$ cat config.mk
export PLATFORM = sky130hd
export DESIGN_NAME = paged_fixed_block_allocator
export DESIGN_NICKNAME = d
export VERILOG_FILES = /design/src/sv/pafb_pkg.sv /design/src/sv/pafb_ctrl.sv /design/src/sv/pafb_dp.sv /design/src/sv/paged_fixed_block_allocator.sv
export SDC_FILE = /design/constraint.sdc
export NUM_CORES = 1
export LEC_CHECK = 0
export ABC_AREA = 1
export BUFFER_PORTS_ARGS = -buffer_cell sky130_fd_sc_hd__clkbuf_2
export CAP_MARGIN = 20
export CORE_UTILIZATION = 49
export DETAILED_ROUTE_END_ITERATION = 10
export PLACE_DENSITY = 0.66
export SYNTH_ARGS = -nofsm -noshare
export SYNTH_HDL_FRONTEND = slang
export SYNTH_SLANG_ARGS = --single-unit
$ cat constraint.sdc
create_clock -name clk -period 16.7 [get_ports clk]
set_clock_uncertainty 0.15 [all_clocks]
set_input_delay 3.34 -clock clk [delete_from_list [all_inputs] [get_ports clk]]
set_output_delay 3.34 -clock clk [all_outputs]
set_load 0.02 [all_outputs]
$ cat src/sv/pafb_pkg.sv
// ----------------------------------------------------------------------------
// pafb_pkg
// Types, constants and helpers shared by the paged block allocator modules.
// ----------------------------------------------------------------------------
package pafb_pkg;

  localparam int NUM_PAGES       = 8;
  localparam int BLOCKS_PER_PAGE = 16;
  localparam int PAGE_W  = $clog2(NUM_PAGES);
  localparam int SLOT_W  = $clog2(BLOCKS_PER_PAGE);
  localparam int ADDR_W  = 7;
  localparam int LINK_W  = 5;
  localparam int TOT_W   = 8;
  localparam int PCNT_W  = 4;
  localparam int SEQ_W   = 4;
  localparam int IN_W    = 16;
  localparam int OUT_W   = 40;

  typedef enum logic [2:0] {
    REQ_ALLOC   = 3'd0,
    REQ_FREE    = 3'd1,
    REQ_ADD     = 3'd2,
    REQ_SHRINK  = 3'd3,
    REQ_RELEASE = 3'd4
  } req_code_t;

  typedef enum logic [1:0] {
    ST_OK       = 2'd0,
    ST_NO_BLOCK = 2'd1,
    ST_BAD_ADDR = 2'd2,
    ST_NO_SLOT  = 2'd3
  } status_code_t;

  typedef enum logic [3:0] {
    OP_NOP,
    OP_LOAD,
    OP_PICK_ALLOC,
    OP_PICK_INACT,
    OP_SET_STATUS,
    OP_FREE,
    OP_FILL_WR,
    OP_ALLOC_RD,
    OP_ALLOC_WR,
    OP_SHRINK_STEP,
    OP_RELEASE,
    OP_PUSH_OUT
  } dp_op_t;

  typedef struct packed {
    dp_op_t       op;
    logic [SEQ_W-1:0] seq;
    logic         last;
    status_code_t code;
  } dp_cmd_t;

  typedef struct packed {
    logic [2:0] req;
    logic       has_part;
    logic       has_empty;
    logic       has_inact;
    logic       free_ok;
    logic       top_empty;
    logic       above_wm;
    logic       out_free;
  } dp_stat_t;

  function automatic logic [PAGE_W-1:0] lowest_set(input logic [NUM_PAGES-1:0] v);
    logic [PAGE_W-1:0] r;
    logic              found;
    r = '0;
    found = 1'b0;
    for (int i = 0; i < NUM_PAGES; i++) begin
      if (v[i] && !found) begin
        r = PAGE_W'(i);
        found = 1'b1;
      end
    end
    return r;
  endfunction

  function automatic logic [PCNT_W-1:0] count_set(input logic [NUM_PAGES-1:0] v);
    logic [PCNT_W-1:0] n;
    n = '0;
    for (int i = 0; i < NUM_PAGES; i++) begin
      n = n + PCNT_W'(v[i]);
    end
    return n;
  endfunction

endpackage

$ cat src/sv/pafb_ctrl.sv
// ----------------------------------------------------------------------------
// pafb_ctrl
// Request sequencer: decodes each item and steps the datapath through it.
// ----------------------------------------------------------------------------
module pafb_ctrl (
  input  logic              clk,
  input  logic              rst,
  input  logic              s_tvalid,
  output logic              s_tready,
  input  pafb_pkg::dp_stat_t stat,
  output pafb_pkg::dp_cmd_t  cmd
);
  import pafb_pkg::*;

  typedef enum logic [2:0] {
    S_IDLE, S_EXEC, S_FILL, S_ALOC_RD, S_ALOC_WR, S_SHRINK, S_DONE
  } state_t;

  state_t           state, state_next;
  logic [SEQ_W-1:0] seq, seq_next;
  logic             fill_last, shrink_last;

  assign s_tready    = (state == S_IDLE);
  assign fill_last   = (seq == SEQ_W'(BLOCKS_PER_PAGE - 1));
  assign shrink_last = (seq == SEQ_W'(NUM_PAGES - 1));

  always_comb begin
    state_next = state;
    seq_next   = seq;
    cmd.op     = OP_NOP;
    cmd.seq    = seq;
    cmd.last   = 1'b0;
    cmd.code   = ST_OK;
    unique case (state)
      S_IDLE: begin
        if (s_tvalid) begin
          cmd.op     = OP_LOAD;
          state_next = S_EXEC;
        end
      end
      S_EXEC: begin
        seq_next   = '0;
        state_next = S_DONE;
        unique case (stat.req)
          REQ_ALLOC: begin
            if (stat.has_part || stat.has_empty) begin
              cmd.op     = OP_PICK_ALLOC;
              state_next = S_ALOC_RD;
            end else if (stat.has_inact) begin
              cmd.op     = OP_PICK_INACT;
              state_next = S_FILL;
            end else begin
              cmd.op   = OP_SET_STATUS;
              cmd.code = ST_NO_BLOCK;
            end
          end
          REQ_FREE: begin
            if (stat.free_ok) begin
              cmd.op = OP_FREE;
            end else begin
              cmd.op   = OP_SET_STATUS;
              cmd.code = ST_BAD_ADDR;
            end
          end
          REQ_ADD: begin
            if (stat.has_inact) begin
              cmd.op     = OP_PICK_INACT;
              state_next = S_FILL;
            end else begin
              cmd.op   = OP_SET_STATUS;
              cmd.code = ST_NO_SLOT;
            end
          end
          REQ_SHRINK:  state_next = S_SHRINK;
          REQ_RELEASE: cmd.op = OP_RELEASE;
          default:     state_next = S_DONE;
        endcase
      end
      S_FILL: begin
        // one link entry per cycle; the last one also activates the page
        cmd.op   = OP_FILL_WR;
        cmd.last = fill_last;
        seq_next = seq + 1'b1;
        if (fill_last) begin
          state_next = (stat.req == REQ_ALLOC) ? S_ALOC_RD : S_DONE;
        end
      end
      S_ALOC_RD: begin
        if (stat.top_empty) begin
          cmd.op     = OP_SET_STATUS;
          cmd.code   = ST_NO_BLOCK;
          state_next = S_DONE;
        end else begin
          cmd.op     = OP_ALLOC_RD;
          state_next = S_ALOC_WR;
        end
      end
      S_ALOC_WR: begin
        cmd.op     = OP_ALLOC_WR;
        state_next = S_DONE;
      end
      S_SHRINK: begin
        if (!stat.above_wm) begin
          state_next = S_DONE;
        end else begin
          cmd.op   = OP_SHRINK_STEP;
          seq_next = seq + 1'b1;
          if (shrink_last) state_next = S_DONE;
        end
      end
      S_DONE: begin
        if (stat.out_free) begin
          cmd.op     = OP_PUSH_OUT;
          state_next = S_IDLE;
        end
      end
      default: state_next = S_IDLE;
    endcase
  end

  always_ff @(posedge clk) begin
    if (rst) begin
      state <= S_IDLE;
      seq   <= '0;
    end else begin
      state <= state_next;
      seq   <= seq_next;
    end
  end

endmodule

$ cat src/sv/pafb_dp.sv
// ----------------------------------------------------------------------------
// pafb_dp
// Page tables, block link memory, totals and the result register.
// ----------------------------------------------------------------------------
module pafb_dp (
  input  logic                       clk,
  input  logic                       rst,
  input  logic [pafb_pkg::IN_W-1:0]  s_tdata,
  input  logic                       cfg_valid,
  input  logic [pafb_pkg::TOT_W-1:0] cfg_data,
  input  pafb_pkg::dp_cmd_t          cmd,
  output pafb_pkg::dp_stat_t         stat,
  output logic                       m_tvalid,
  input  logic                       m_tready,
  output logic [pafb_pkg::OUT_W-1:0] m_tdata
);
  import pafb_pkg::*;

  localparam int DEPTH = NUM_PAGES * BLOCKS_PER_PAGE;

  logic [2:0]          req_q;
  logic [ADDR_W-1:0]   addr_q;
  logic [PAGE_W-1:0]   pick_q;
  status_code_t        status_q;
  logic [ADDR_W-1:0]   granted_q;
  logic [PCNT_W-1:0]   released_q;
  logic [TOT_W-1:0]    wm;
  logic [TOT_W-1:0]    total_free;
  logic [TOT_W-1:0]    total_used;
  logic [NUM_PAGES-1:0] page_active;
  logic [LINK_W-1:0]   used_cnt [NUM_PAGES];
  logic [LINK_W-1:0]   stack_top [NUM_PAGES];
  logic [LINK_W-1:0]   link_mem [DEPTH];
  logic [LINK_W-1:0]   rd_link;

  logic [NUM_PAGES-1:0] part_v, empty_v;
  logic [PAGE_W-1:0]    free_pg, shr_pg;
  logic [SLOT_W-1:0]    free_slot;
  logic [ADDR_W-1:0]    alloc_idx;
  logic [PCNT_W-1:0]    act_cnt;

  always_comb begin
    for (int i = 0; i < NUM_PAGES; i++) begin
      part_v[i]  = page_active[i] && (used_cnt[i] != '0) &&
                   (used_cnt[i] < LINK_W'(BLOCKS_PER_PAGE));
      empty_v[i] = page_active[i] && (used_cnt[i] == '0);
    end
  end

  assign free_pg   = addr_q[ADDR_W-1:SLOT_W];
  assign free_slot = addr_q[SLOT_W-1:0];
  assign shr_pg    = cmd.seq[PAGE_W-1:0];
  assign alloc_idx = {pick_q, stack_top[pick_q][SLOT_W-1:0]};
  assign act_cnt   = count_set(page_active);

  assign stat.req       = req_q;
  assign stat.has_part  = |part_v;
  assign stat.has_empty = |empty_v;
  assign stat.has_inact = ~&page_active;
  assign stat.free_ok   = page_active[free_pg] && (used_cnt[free_pg] != '0);
  assign stat.top_empty = stack_top[pick_q] >= LINK_W'(BLOCKS_PER_PAGE);
  assign stat.above_wm  = total_free > wm;
  assign stat.out_free  = !m_tvalid || m_tready;

  // link memory: one write or one registered read per cycle
  always_ff @(posedge clk) begin
    if (cmd.op == OP_FILL_WR) begin
      link_mem[{pick_q, cmd.seq[SLOT_W-1:0]}] <= LINK_W'(cmd.seq) + 1'b1;
    end else if (cmd.op == OP_FREE) begin
      link_mem[addr_q] <= stack_top[free_pg];
    end
    if (cmd.op == OP_ALLOC_RD) begin
      rd_link <= link_mem[alloc_idx];
    end
  end

  always_ff @(posedge clk) begin
    if (rst) begin
      wm          <= TOT_W'(16);
      total_free  <= '0;
      total_used  <= '0;
      page_active <= '0;
      m_tvalid    <= 1'b0;
      for (int i = 0; i < NUM_PAGES; i++) begin
        used_cnt[i]  <= '0;
        stack_top[i] <= LINK_W'(BLOCKS_PER_PAGE);
      end
    end else begin
      if (cfg_valid) wm <= cfg_data;
      if (cmd.op == OP_PUSH_OUT) begin
        m_tvalid <= 1'b1;
      end else if (m_tready) begin
        m_tvalid <= 1'b0;
      end
      unique case (cmd.op)
        OP_LOAD: begin
          req_q      <= s_tdata[2:0];
          addr_q     <= s_tdata[3 +: ADDR_W];
          status_q   <= ST_OK;
          granted_q  <= '0;
          released_q <= '0;
        end
        OP_PICK_ALLOC: pick_q <= stat.has_part ? lowest_set(part_v) : lowest_set(empty_v);
        OP_PICK_INACT: pick_q <= lowest_set(~page_active);
        OP_SET_STATUS: status_q <= cmd.code;
        OP_FREE: begin
          stack_top[free_pg] <= LINK_W'(free_slot);
          used_cnt[free_pg]  <= used_cnt[free_pg] - 1'b1;
          total_free         <= total_free + 1'b1;
          total_used         <= total_used - 1'b1;
        end
        OP_FILL_WR: begin
          if (cmd.last) begin
            page_active[pick_q] <= 1'b1;
            used_cnt[pick_q]    <= '0;
            stack_top[pick_q]   <= '0;
            total_free          <= total_free + TOT_W'(BLOCKS_PER_PAGE);
          end
        end
        OP_ALLOC_RD: granted_q <= alloc_idx;
        OP_ALLOC_WR: begin
          stack_top[pick_q] <= (rd_link > LINK_W'(BLOCKS_PER_PAGE)) ?
                               LINK_W'(BLOCKS_PER_PAGE) : rd_link;
          used_cnt[pick_q]  <= used_cnt[pick_q] + 1'b1;
          total_free        <= total_free - 1'b1;
          total_used        <= total_used + 1'b1;
        end
        OP_SHRINK_STEP: begin
          if (empty_v[shr_pg]) begin
            page_active[shr_pg] <= 1'b0;
            used_cnt[shr_pg]    <= '0;
            stack_top[shr_pg]   <= LINK_W'(BLOCKS_PER_PAGE);
            total_free          <= total_free - TOT_W'(BLOCKS_PER_PAGE);
            released_q          <= released_q + 1'b1;
          end
        end
        OP_RELEASE: begin
          released_q  <= act_cnt;
          page_active <= '0;
          total_free  <= '0;
          total_used  <= '0;
          for (int i = 0; i < NUM_PAGES; i++) begin
            used_cnt[i]  <= '0;
            stack_top[i] <= LINK_W'(BLOCKS_PER_PAGE);
          end
        end
        OP_PUSH_OUT: begin
          m_tdata  <= {7'd0, act_cnt, total_used, total_free, released_q,
                       granted_q, status_q};
        end
        OP_NOP: ;
        default: ;
      endcase
    end
  end

endmodule

$ cat src/sv/paged_fixed_block_allocator.sv
// ----------------------------------------------------------------------------
// paged_fixed_block_allocator
// Fixed-size block allocator over page slots with per-page free stacks.
// ----------------------------------------------------------------------------
// Allocate first activates a page when no active page has a free block; page
// activation (also for add page) writes one link entry per cycle.
// One item at a time; the next is taken once the result sits in the output
// register. Reset (rst, synchronous) empties all pages, watermark to 16.
module paged_fixed_block_allocator (
  input  logic        clk,
  input  logic        rst,
  input  logic        s_tvalid,
  output logic        s_tready,
  input  logic [15:0] s_tdata,   // req_type[2:0], block_addr[9:3]
  output logic        m_tvalid,
  input  logic        m_tready,
  // status[1:0], granted_addr[8:2], pages_released[12:9], free_blocks[20:13],
  // used_blocks[28:21], active_pages[32:29]
  output logic [39:0] m_tdata,
  input  logic        cfg_valid,
  output logic        cfg_ready,
  input  logic [7:0]  cfg_data    // free_watermark
);
  import pafb_pkg::*;

  dp_cmd_t  cmd;
  dp_stat_t stat;

  assign cfg_ready = 1'b1;

  pafb_ctrl u_ctrl (
    .clk      (clk),
    .rst      (rst),
    .s_tvalid (s_tvalid),
    .s_tready (s_tready),
    .stat     (stat),
    .cmd      (cmd)
  );

  pafb_dp u_dp (
    .clk       (clk),
    .rst       (rst),
    .s_tdata   (s_tdata),
    .cfg_valid (cfg_valid),
    .cfg_data  (cfg_data),
    .cmd       (cmd),
    .stat      (stat),
    .m_tvalid  (m_tvalid),
    .m_tready  (m_tready),
    .m_tdata   (m_tdata)
  );

endmodule
# Word level (Yosys, flattened, before mapping)
# Memories as Yosys holds them, arrays and structs flattened. A register that Yosys moved wholly into a read port is not among the register bits.
# Index checks and enable logic that the tools add are counted.
[totals]
memories = 3
mem_bits_rw = 720
inputBits = 29
reg_bits = 99
[op_classes]
bitwise = 23
eq_ne = 30
addsub = 18
n_mux = 204
magnitude_cmp = 16
reduce_logical = 120
[memory_table]
columns = ["name", "words", "word_bits", "read_ports", "rd_ports_with_merged_regs", "write_ports", "line_no", "source"]
rows = [
  ["u_dp.link_mem", 128, 5, 1, 1, 1, "pafb_dp.sv:33", "logic [LINK_W-1:0] link_mem [DEPTH];"],
  ["u_dp.stack_top", 8, 5, 2, 2, 8, "pafb_dp.sv:32", "logic [LINK_W-1:0] stack_top [NUM_PAGES];"],
  ["u_dp.used_cnt", 8, 5, 10, 2, 8, "pafb_dp.sv:31", "logic [LINK_W-1:0] used_cnt [NUM_PAGES];"],
]
[ops]
columns = ["operator", "n"]
rows = [
  ["two-way mux 5 bit", 26],
  ["two-way mux 1 bit", 107],
  ["two-way mux 3 bit", 32],
  ["nonzero test 5 bit", 10],
  ["logical AND 1 bit", 48],
  ["one-hot mux 8 bit (3 select lines)", 2],
  ["zero test 5 bit", 8],
  ["less-than comparator 5 bit (second input constant)", 8],
  ["one-hot mux 8 bit (5 select lines)", 1],
  ["OR reduction 5 bit", 7],
  ["two-way mux 8 bit", 4],
  ["one-hot mux 4 bit (7 select lines)", 1],
  ["adder 4 x 1 -> 4 bit", 6],
  ["one-hot mux 4 bit (3 select lines)", 2],
  ["zero test 1 bit", 22],
  ["two-way mux 2 bit", 11],
  ["one-hot mux 3 bit (7 select lines)", 1],
  ["equality test 4 x 3 -> 1 bit (second input constant)", 5],
  ["equality test 4 bit (second input constant)", 5],
  ["two-way mux 4 bit", 5],
  ["bitwise OR 1 bit", 18],
  ["adder 8 x 1 -> 8 bit (second input constant)", 2],
  ["inverter 8 bit", 2],
  ["one-hot mux 4 bit (4 select lines)", 1],
  ["41 further kinds", 77],
]

# Depth between registers and ports, before layout
# Gate-level depths: netlist of run 1.
# An unclocked memory read counts as a cell.
[logic_depth]
ltp_word = 48
depth_mapped = 22
ltp_nobuf = 20

# Modules after synthesis
# From an unflattened synthesis of run 1, not the netlist that was laid out.
[hier_totals]
cells_unflattened = 3979
hier_area_um2 = 39835.7
[modules_own_cells]
columns = ["module", "area_per_inst_um2", "cells_per_inst", "n_inst"]
rows = [
  ["pafb_dp", 39093.7, 3854, 1],
  ["pafb_ctrl", 730.7, 123, 1],
  ["paged_fixed_block_allocator", 11.3, 2, 1],
]

# Least setup slack after synthesis of run 1
# Ideal clock, no wire load.
[synth_path]
kind = "input to register"
from = "in m_tready"
to = "mem u_dp.link_mem[0][0] (data pin)"
path_stages = 9
arrival_time_ns = 9.330
n_path_buf = 2
setup_ns = 1.197
setup_slack_ns = 6.023
cell_sequence = "nor2_1 nor2_1 inv_1 nand3_1 a21oi_4 nand3_4 buf_6 buf_6 o21ai_0"
[synth_between]
elab_chain_cells = 9
elab_cells_between_ends = 10
classes_between = "eq/ne (2); mux (6); reduce/logical (2)"
[synth_rtl]
columns = ["element", "line_no", "source"]
rows = [
  ["start, declared", "paged_fixed_block_allocator.sv:16", "input logic m_tready,"],
  ["logical OR 1 bit (*)", "pafb_dp.sv:63", "assign stat.out_free = !m_tvalid || m_tready;"],
  ["two-way mux 4 bit (*)", "pafb_ctrl.sv:112", "if (stat.out_free) begin"],
  ["one-hot mux 4 bit (7 select lines) (*)", "pafb_ctrl.sv:34", "unique case (state)"],
  ["equality test 4 x 3 -> 1 bit", "pafb_dp.sv:69", "end else if (cmd.op == OP_FREE) begin"],
  ["two-way mux 1 bit", "pafb_dp.sv:69", ""],
  ["two-way mux 1 bit (*)", "pafb_dp.sv:67", "if (cmd.op == OP_FILL_WR) begin"],
  ["two-way mux 1 bit (not written as such) (*)", "pafb_dp.sv:70", "link_mem[addr_q] <= stack_top[free_pg];"],
  ["OR reduction 5 bit (no source line) (*)", "--", ""],
  ["two-way mux 5 bit (no source line) (*)", "--", ""],
  ["end, declared", "pafb_dp.sv:33", ""],
]
# Every way passes the cells marked *; elsewhere a longest branch is shown, timed or not.

==> reports/summary.txt, run 1 <==
Gate Count Post-Synth - 3,413
H-tree depth - 3
DR iter-0 viols - 3,167
M2 GR Usage - 0.377
Cell area after synthesis - 37,300 um^2
Synth area leaders - edfxtp_1 (63%), nor2_1 (6.1%), o21ai_0 (5.7%)
FF+latch area - 24,500 um^2
Routed wire length - 93.3 mm
Routed Antenna Nets - 0
Crit path DAT - 7.36 ns
Wire per inst - 21.0 um
Post-route clock period utilization - 0.434
Clock-pin slew on the worst setup and hold paths - 0.06 ns
Most instantiated library cell after synthesis - edfxtp_1
Final setup viols - 0
Capturing point of the worst reg2reg path - u_dp.rd_link[2]$_DFFE_PN_
Main flop type after synthesis - edfxtp_1
Reg2Reg Depth - 17
Total number of vias - 25,873
Syn avg cell area - 10.9 um^2
Post-layout min period - 7.24 ns
Crit-path cells - clkbuf_2 > nor2_1 > inv_1 > nand2_1 > inv_1 > o211ai_1 > o21ai_0 > nor2_1 > nand3_1 > nand2_1
I/O Buffers - 57
Worst path bufs/invs - 3
Resized Gates After CTS - 0
Slew Limit Fails - 0
Vias in the first global route - 23,936
Crit path max-delay cell type - nor2_1
Initial DRT Pass Iterations - 6
Area Growth Syn to Fin - 9.96%
Multi-input combinational cell area - 11,200 um^2
Total Die Area - 77,300 um^2
WHS Endpoint - u_dp.m_tdata[5]$_DFFE_PP_
Die X - 278 um
RD Place Congestion - 0.900
Max Fclk - 138 MHz
Worst skew pair latency - 0.65 ns
Critical path endpoint category - flip-flop
MaxCap Viol Count - 0
CP required - 16.81 ns
Global-route wire length before repair - 142 mm
Status - completed
RSZ-0062 raised after global routing - false
Layout cells sized above 1 - 0.100
EDFF count, synth - 784
Final Total Pwr - 7.48 mW
Starting density of the core - 0.498
HP Start - u_dp.granted_q[3]$_SDFFCE_PP0P_
DRC Markers - 0
Share of flip-flops with an asynchronous set or reset - 0
Yosys top cell by area - edfxtp_1
Std cell rows - 100
Die height - 278 um
Setup Crit Path Kind - input pin to flip-flop
Register area share after synthesis - 0.655
Post-Route Setup TNS - 0 ns
Power Density - 182 nW/um^2
HP Class - flip-flop to flip-flop
Top Ports - 72
Antenna diode count - 0
CTS tree - yes
Grt ovf - 0
GRT Total Usage - 0.240
CTS Sinks - 830
Post-CTS Hold Fix Bufs - 0
CTS root buf - clkbuf_16
Fillers - 6,337
Critical Path Start Type - input pin
VDD IR max - 158 uV
Post-CTS Setup Inserts - 0
Measured slew at the worst slew-check pin - 1.15 ns
Largest net degree at the start of global routing - 125
Core area - 74,900 um^2
CTS max path bufs - 3
Yosys reg bits - 830
Synth Warn # - 0
P_leak - 14.7 nW
M3 GR Usage - 0.0329
Inserted Clock Buffers - 87
Yosys top cell area share - 0.630
GR Layer Usage met1 - 0.341
Count of unique library cells instantiated by Yosys - 55
Delay-heaviest family, CP - simple AND/OR/NAND/NOR gates
CP max FO - 26
Most frequent cells after synthesis - edfxtp_1 (784), nor2_1 (605), o21ai_0 (425), nand2_1 (347), inv_1 (237)
Initial antenna violation count - 0
DP HPWL - 55.8 mm
Reg2Reg Setup Slack - 10.75 ns
Fin nets - 3,469
Worst slew margin - 0.228
Via/cell ratio - 5.82
WHS Path Cells - 0
Final Hold Vio Count - 0
Crit-path max cell delay - 0.67 ns
GR peak layer - met2
## final cells by class
class	instances	share of cell area
timing repair buffer	93	0.0133
multi-input combinational	2144	0.272
sequential	830	0.596
clock inverter	58	0.0118
clock buffer	103	0.0552
tap	969	0.0295
inverter	246	0.0227
## state kept, by name, indices dropped and copies added (netlist names), 4 cells and up, named ones only
register	cells
u_ctrl.seq	4
u_dp.addr_q	7
u_dp.granted_q	7
u_dp.link_mem	640
u_dp.m_tdata	33
u_dp.page_active	8
u_dp.rd_link	5
u_dp.released_q	4
u_dp.stack_top	40
u_dp.total_free	8
u_dp.total_used	8
u_dp.used_cnt	40
u_dp.wm	8
## where the power goes
part | switching [mW] | leakage (nW) | total, mW | internal [mW]
logic | 2.23 | 5.67 | 3.03 | 0.808
registers | 0.0743 | 7.63 | 2.57 | 2.50
clock network | 0.816 | 1.35 | 1.87 | 1.06
total | 3.12 | 14.7 | 7.48 | 4.36
## worst register-to-register path: cells and delay by family (launching register included)
family          cells  cell delay (ns)
compound gates      4             0.74
buf+inv             5             2.91
flops               1             0.31
simple gates        8             1.53
## cell families (layout without fill, tap and decap cells)
logic type	after synthesis	after routing	share of synthesized area
AO/OA/AOI/OAI	778	778	0.123
adder cells (fa/ha/maj)	38	38	0.0141
buffers and inverters	445	500	0.0496
other	2	8	0.000201
flip-flops	830	830	0.655
XOR/XNOR	21	21	0.00492
AND/OR/NAND/NOR	1299	1299	0.153
## worst max path at each step
stage | start | depth (start not counted) | to
4_1_cts | rst | 10 | u_dp.stack_top[1][2]$_SDFFCE_PN0P_
3_3_place_gp | rst | 10 | u_dp.used_cnt[1][4]$_SDFFCE_PN0P_
2_1_floorplan | m_tready | 9 | u_dp.link_mem[0][0]$_DFFE_PP_
6_report | rst | 10 | u_dp.stack_top[1][2]$_SDFFCE_PN0P_
3_5_place_dp | rst | 10 | u_dp.used_cnt[1][4]$_SDFFCE_PN0P_
5_1_grt | rst | 11 | u_dp.stack_top[1][0]$_SDFFCE_PN0P_
## metal layers
layer,up-vias,part of all wire
met5,-,0
met4,0,0.033
met3,200,0.073
met2,1099,0.46
met1,12459,0.43
li1,12115,-
## through the flow
| stage | utilization | cells | setup WS, ns | cell area [um^2] | hold WS (ns) |
|---|---|---|---|---|---|
| after floorplan | - | 3419 | 6.02 | 37400 | 0.250 |
| after global placement | 0.511 | 4279 | 9.07 | 38300 | 0.253 |
| after detailed placement | 0.511 | 4280 | 8.97 | 38300 | 0.256 |
| after CTS | 0.548 | 4441 | 9.62 | 41100 | 0.270 |
| after global routing | 0.548 | 4443 | 9.27 | 41100 | 0.273 |
| final | 0.548 | 4443 | 9.46 | 41100 | 0.270 |
## cells in the final DEF (no fill, tap or decap), drive strengths merged, types with 16 or more instances in the layout
master  Yosys  routed
edfxtp    784     784
nor2      621     621
o21ai     439     439
nand2     380     380
inv       243     249
nand3     206     206
clkbuf    105     160
o211ai    143     143
a21oi     101     101
o221ai     53      53
dfxtp      46      46
clkinv      3      45
buf        94      36
or2        33      33
ha         31      31
nand4      30      30
nor3       23      23
o22ai      16      16
Power figures use the tool's default switching activity.
==> run 2: changes to the inputs <==
--- a/config.mk
+++ b/config.mk
@@ -5,7 +5,7 @@
 export SDC_FILE = /design/constraint.sdc
 export NUM_CORES = 1
 export LEC_CHECK = 0
-export ABC_AREA = 1
+export ABC_AREA = 0
 export BUFFER_PORTS_ARGS = -buffer_cell sky130_fd_sc_hd__clkbuf_2
 export CAP_MARGIN = 20
 export CORE_UTILIZATION = 49
==> constraint.sdc (replaced) <==
create_clock -name clk -period 6.8 [get_ports clk]
set_clock_uncertainty 0.15 [all_clocks]
set_input_delay 1.36 -clock clk [delete_from_list [all_inputs] [get_ports clk]]
set_output_delay 1.36 -clock clk [all_outputs]
set_load 0.02 [all_outputs]
==> run 2 against run 1 <==
  * Clock power rose by 150%
  * Register-to-register slack worse by 9.6 ns
  * Critical path depth rose by 2
  * Combinational power increased by 49%
  * Final area is essentially flat
  * Die area decreased by 0.94%
  * Critical endpoint is now u_dp.used_cnt[2][0]$_SDFFCE_PN0P_
==> reports/summary.txt, run 2 <==
RSZ-0062 raised after global routing - false
Area Growth Syn to Fin - 11.1%
Delay-heaviest family, CP - simple AND/OR/NAND/NOR gates
Routed wire length - 96.7 mm (+3.6%)
Post-Route Setup TNS - 0 ns (unchanged)
Max Fclk - 176 MHz
Total Die Area - 76,600 um^2 (-0.94%)
Status - completed
Syn avg cell area - 12.5 um^2 (+15%)
EDFF count, synth - 784 (unchanged)
Commonest non-fill, non-tap cell in the layout - edfxtp_1
Slew Limit Fails - 0 (unchanged)
Top sig layer - met4
DP HPWL - 61.7 mm (+11%)
Critical path endpoint category - flip-flop
Global-route wire length before repair - 146 mm (+3.2%)
CTS tree - yes
Share of flip-flops with an asynchronous set or reset - 0 (unchanged)
Clock-pin slew on the worst setup and hold paths - 0.06 ns (about the same)
Most frequent cells in the layout - edfxtp_1 (784), nand2_1 (565), nor2_1 (222)
CTS root buf - clkbuf_16
Resized Gates After CTS - 0 (unchanged)
Gate Count Post-Synth - 2,948 (-14%)
Die height - 277 um (-0.47%)
Setup Crit Path Kind - flip-flop to flip-flop
Synth Warn # - 0 (unchanged)
RD Place Congestion - 0.942 (+4.6%)
Post-layout min period - 5.70 ns
Final setup viols - 0 (unchanged)
Max FFs per register - 640 (unchanged)
Switch Pwr - 5.26 mW (+69%)
Worst skew pair latency - 0.65 ns (about the same)
Initial DRT Pass Iterations - 7 (+1)
Yosys top cell by area - edfxtp_1
VDD IR max - 296 uV (+88%)
Stages on the worst setup path - 12 (+2)
Biggest register - u_dp.link_mem
P_leak - 13.9 nW (-5.4%)
HP Class - flip-flop to flip-flop
Crit path DAT - 5.89 ns (-1.47 ns)
M1 WL - 39.0 mm (-3.3%)
CP max FO - 16 (-38%)
Inserted Clock Buffers - 86 (-1.1%)
Sw frac - 0.345 (-0.0721)
Setup slack after layout - 1.10 ns (-8.35 ns)
DR iter-0 viols - 3,019 (-4.7%)
Vias in the first global route - 24,002 (+0.28%)
Worst path bufs/invs - 3 (unchanged)
I/O Buffers - 57 (unchanged)
Largest net degree at the start of global routing - 129 (+3.2%)
Std cell rows - 100 (unchanged)
Layout cells sized above 1 - 0.119 (+0.0188)
Most common cell on crit path - buf_4
Via/cell ratio - 6.23 (+7.0%)
Wire per inst - 24.3 um (+15%)
Yosys reg bits - 830 (unchanged)
H-tree depth - 3 (unchanged)
Worst slew margin - 0.205 (-0.0229)
Post-CTS Hold Fix Bufs - 0 (unchanged)
Power Density - 371 nW/um^2 (+100%)
Total number of vias - 24,843 (-4.0%)
Measured slew at the worst slew-check pin - 1.18 ns (+0.0353 ns)
GRT Total Usage - 0.250 (+0.0105)
MaxCap Viol Count - 0 (unchanged)
Met3 routed wirelength - 8.18 mm (+19%)
Crit-path cells - mux2i_1 > mux4_2 > nand3_1 > and3_1 > nand3_1 > or3_1 > buf_4 > and3_1 > or3_1 > buf_4 > o31ai_1 > buf_4
Most frequent cells after synthesis - edfxtp_1 (784), nand2_1 (566), nor2_1 (222), clkbuf_1 (146), nand3_1 (146)
Clock network fraction of total power - 0.304 (+0.054)
Worst slack, placed - 1.18 ns (-7.79 ns)
Crit-path max cell delay - 0.77 ns (+0.10 ns)
DRC Markers - 0 (unchanged)
Logic pwr share - 0.295 (-0.111)
Worst Setup EP - u_dp.used_cnt[2][0]$_SDFFCE_PN0P_
Starting density of the core - 0.496 (-0.00226)
Count of unique library cells instantiated by Yosys - 74 (+35%)
Reg2Reg Setup Slack - 1.10 ns (-9.65 ns)
Die X - 277 um (-0.47%)
Most instantiated library cell after synthesis - edfxtp_1
Cell area after synthesis - 37,000 um^2 (-0.95%)
Largest regs - u_dp.link_mem (640), u_dp.stack_top (40), u_dp.used_cnt (40)
Synth area leaders - edfxtp_1 (64%), nand2_1 (5.7%), mux4_2 (3.7%)
Capturing point of the worst reg2reg path - u_dp.used_cnt[2][0]$_SDFFCE_PN0P_
Yosys top cell area share - 0.636 (+0.00606)
Initial antenna violation count - 2 (+2)
Critical Path Start Type - flip-flop
Register area share after synthesis - 0.661 (+0.00629)
Post-CTS Setup Inserts - 0 (unchanged)
Met2 wire len - 46.0 mm (+6.9%)
CP required - 6.99 ns (-9.82 ns)
Top Ports - 72 (unchanged)
Fin nets - 3,014 (-13%)
Sequential power share - 0.401 (+0.057)
Reg2Reg Depth - 12 (-5)
Post-route clock period utilization - 0.838
Cell-internal power - 10.0 mW (+130%)
Core area - 74,600 um^2 (-0.50%)
Final Hold Vio Count - 0 (unchanged)
Routed Antenna Nets - 0 (unchanged)
Main flop type after synthesis - edfxtp_1
Grt ovf - 0 (unchanged)
Crit path max-delay cell type - o31ai_1
CTS Sinks - 830 (unchanged)
CTS max path bufs - 3 (unchanged)
==> run 2: cell count changes in the layout (fill, tap and decap cells not counted), sizes merged, moves of 87 or more <==
cell / change
o21ai: -379
nand2: +186
nor2: -399
o211ai: -135
inv: -202
mux2i: +87
==> run 2: metrics by stage <==
step           cells  cell area (um^2)  hold slack [ns]  total power, mW   util
5_1_grt         3987             41100            0.286             15.8  0.551
3_5_place_dp    3826             38300            0.257             10.7  0.513
2_1_floorplan   2954             37000            0.250             9.22      -
6_report        3988             41100            0.275             15.3  0.551
4_1_cts         3985             41100            0.273             15.3  0.551
3_3_place_gp    3826             38300            0.256             10.5  0.513
==> run 2: worst min-delay path by stage <==
stage | cells after the start | endpoint | startpoint | slack (ns)
after floorplan | 0 | u_dp.m_tdata[0]$_DFFE_PP_ | u_dp.status_q[0]$_SDFFCE_PP0P_ | 0.25
after global placement | 0 | u_dp.m_tdata[1]$_DFFE_PP_ | u_dp.status_q[1]$_SDFFCE_PP0P_ | 0.26
after detailed placement | 0 | u_dp.m_tdata[7]$_DFFE_PP_ | u_dp.granted_q[5]$_SDFFCE_PP0P_ | 0.26
after CTS | 0 | u_dp.m_tdata[4]$_DFFE_PP_ | u_dp.granted_q[2]$_SDFFCE_PP0P_ | 0.27
after global routing | 0 | u_dp.m_tdata[7]$_DFFE_PP_ | u_dp.granted_q[5]$_SDFFCE_PP0P_ | 0.29
final | 0 | u_dp.m_tdata[4]$_DFFE_PP_ | u_dp.granted_q[2]$_SDFFCE_PP0P_ | 0.27
==> run 2: power groups by stage <==
stage	sequential [mW]	clock [mW]	combinational, mW
CTS	6.11	4.67	4.47
floorplan	6.17	0	3.05
global placement	6.21	0	4.33
global route	6.13	4.87	4.83
finish	6.12	4.64	4.50
detailed placement	6.22	0	4.45
==> run 2: cell type report <==
class | count | area, um^2
antenna | 1 | 2.50
inverter | 43 | 161
clock buffer | 105 | 2250
sequential | 830 | 24500
tap | 969 | 1210
clock inverter | 54 | 526
multi-input combinational | 1867 | 11600
fill | 5996 | 33500
timing repair buffer | 119 | 838
==> run 2: cells by family (layout without fill, tap and decap cells) <==
logic type,count (synthesis),in the layout,synth area share
muxes,160,160,0.0640
and+or+nand+nor,1230,1230,0.151
adders and majority gates,39,39,0.0145
xor gates and xnor gates,22,22,0.00521
buffers and inverters,257,321,0.0286
other,2,9,0.000203
AOI/OAI and AO/OA,408,408,0.0755
DFF,830,830,0.661
==> run 2: layer usage <==
metal / track usage / vias up
met5: 0 / -
met2: 0.408 / 1188
met1: 0.339 / 12358
li1: - / 11073
met3: 0.0381 / 224
met4: 0.0960 / 0
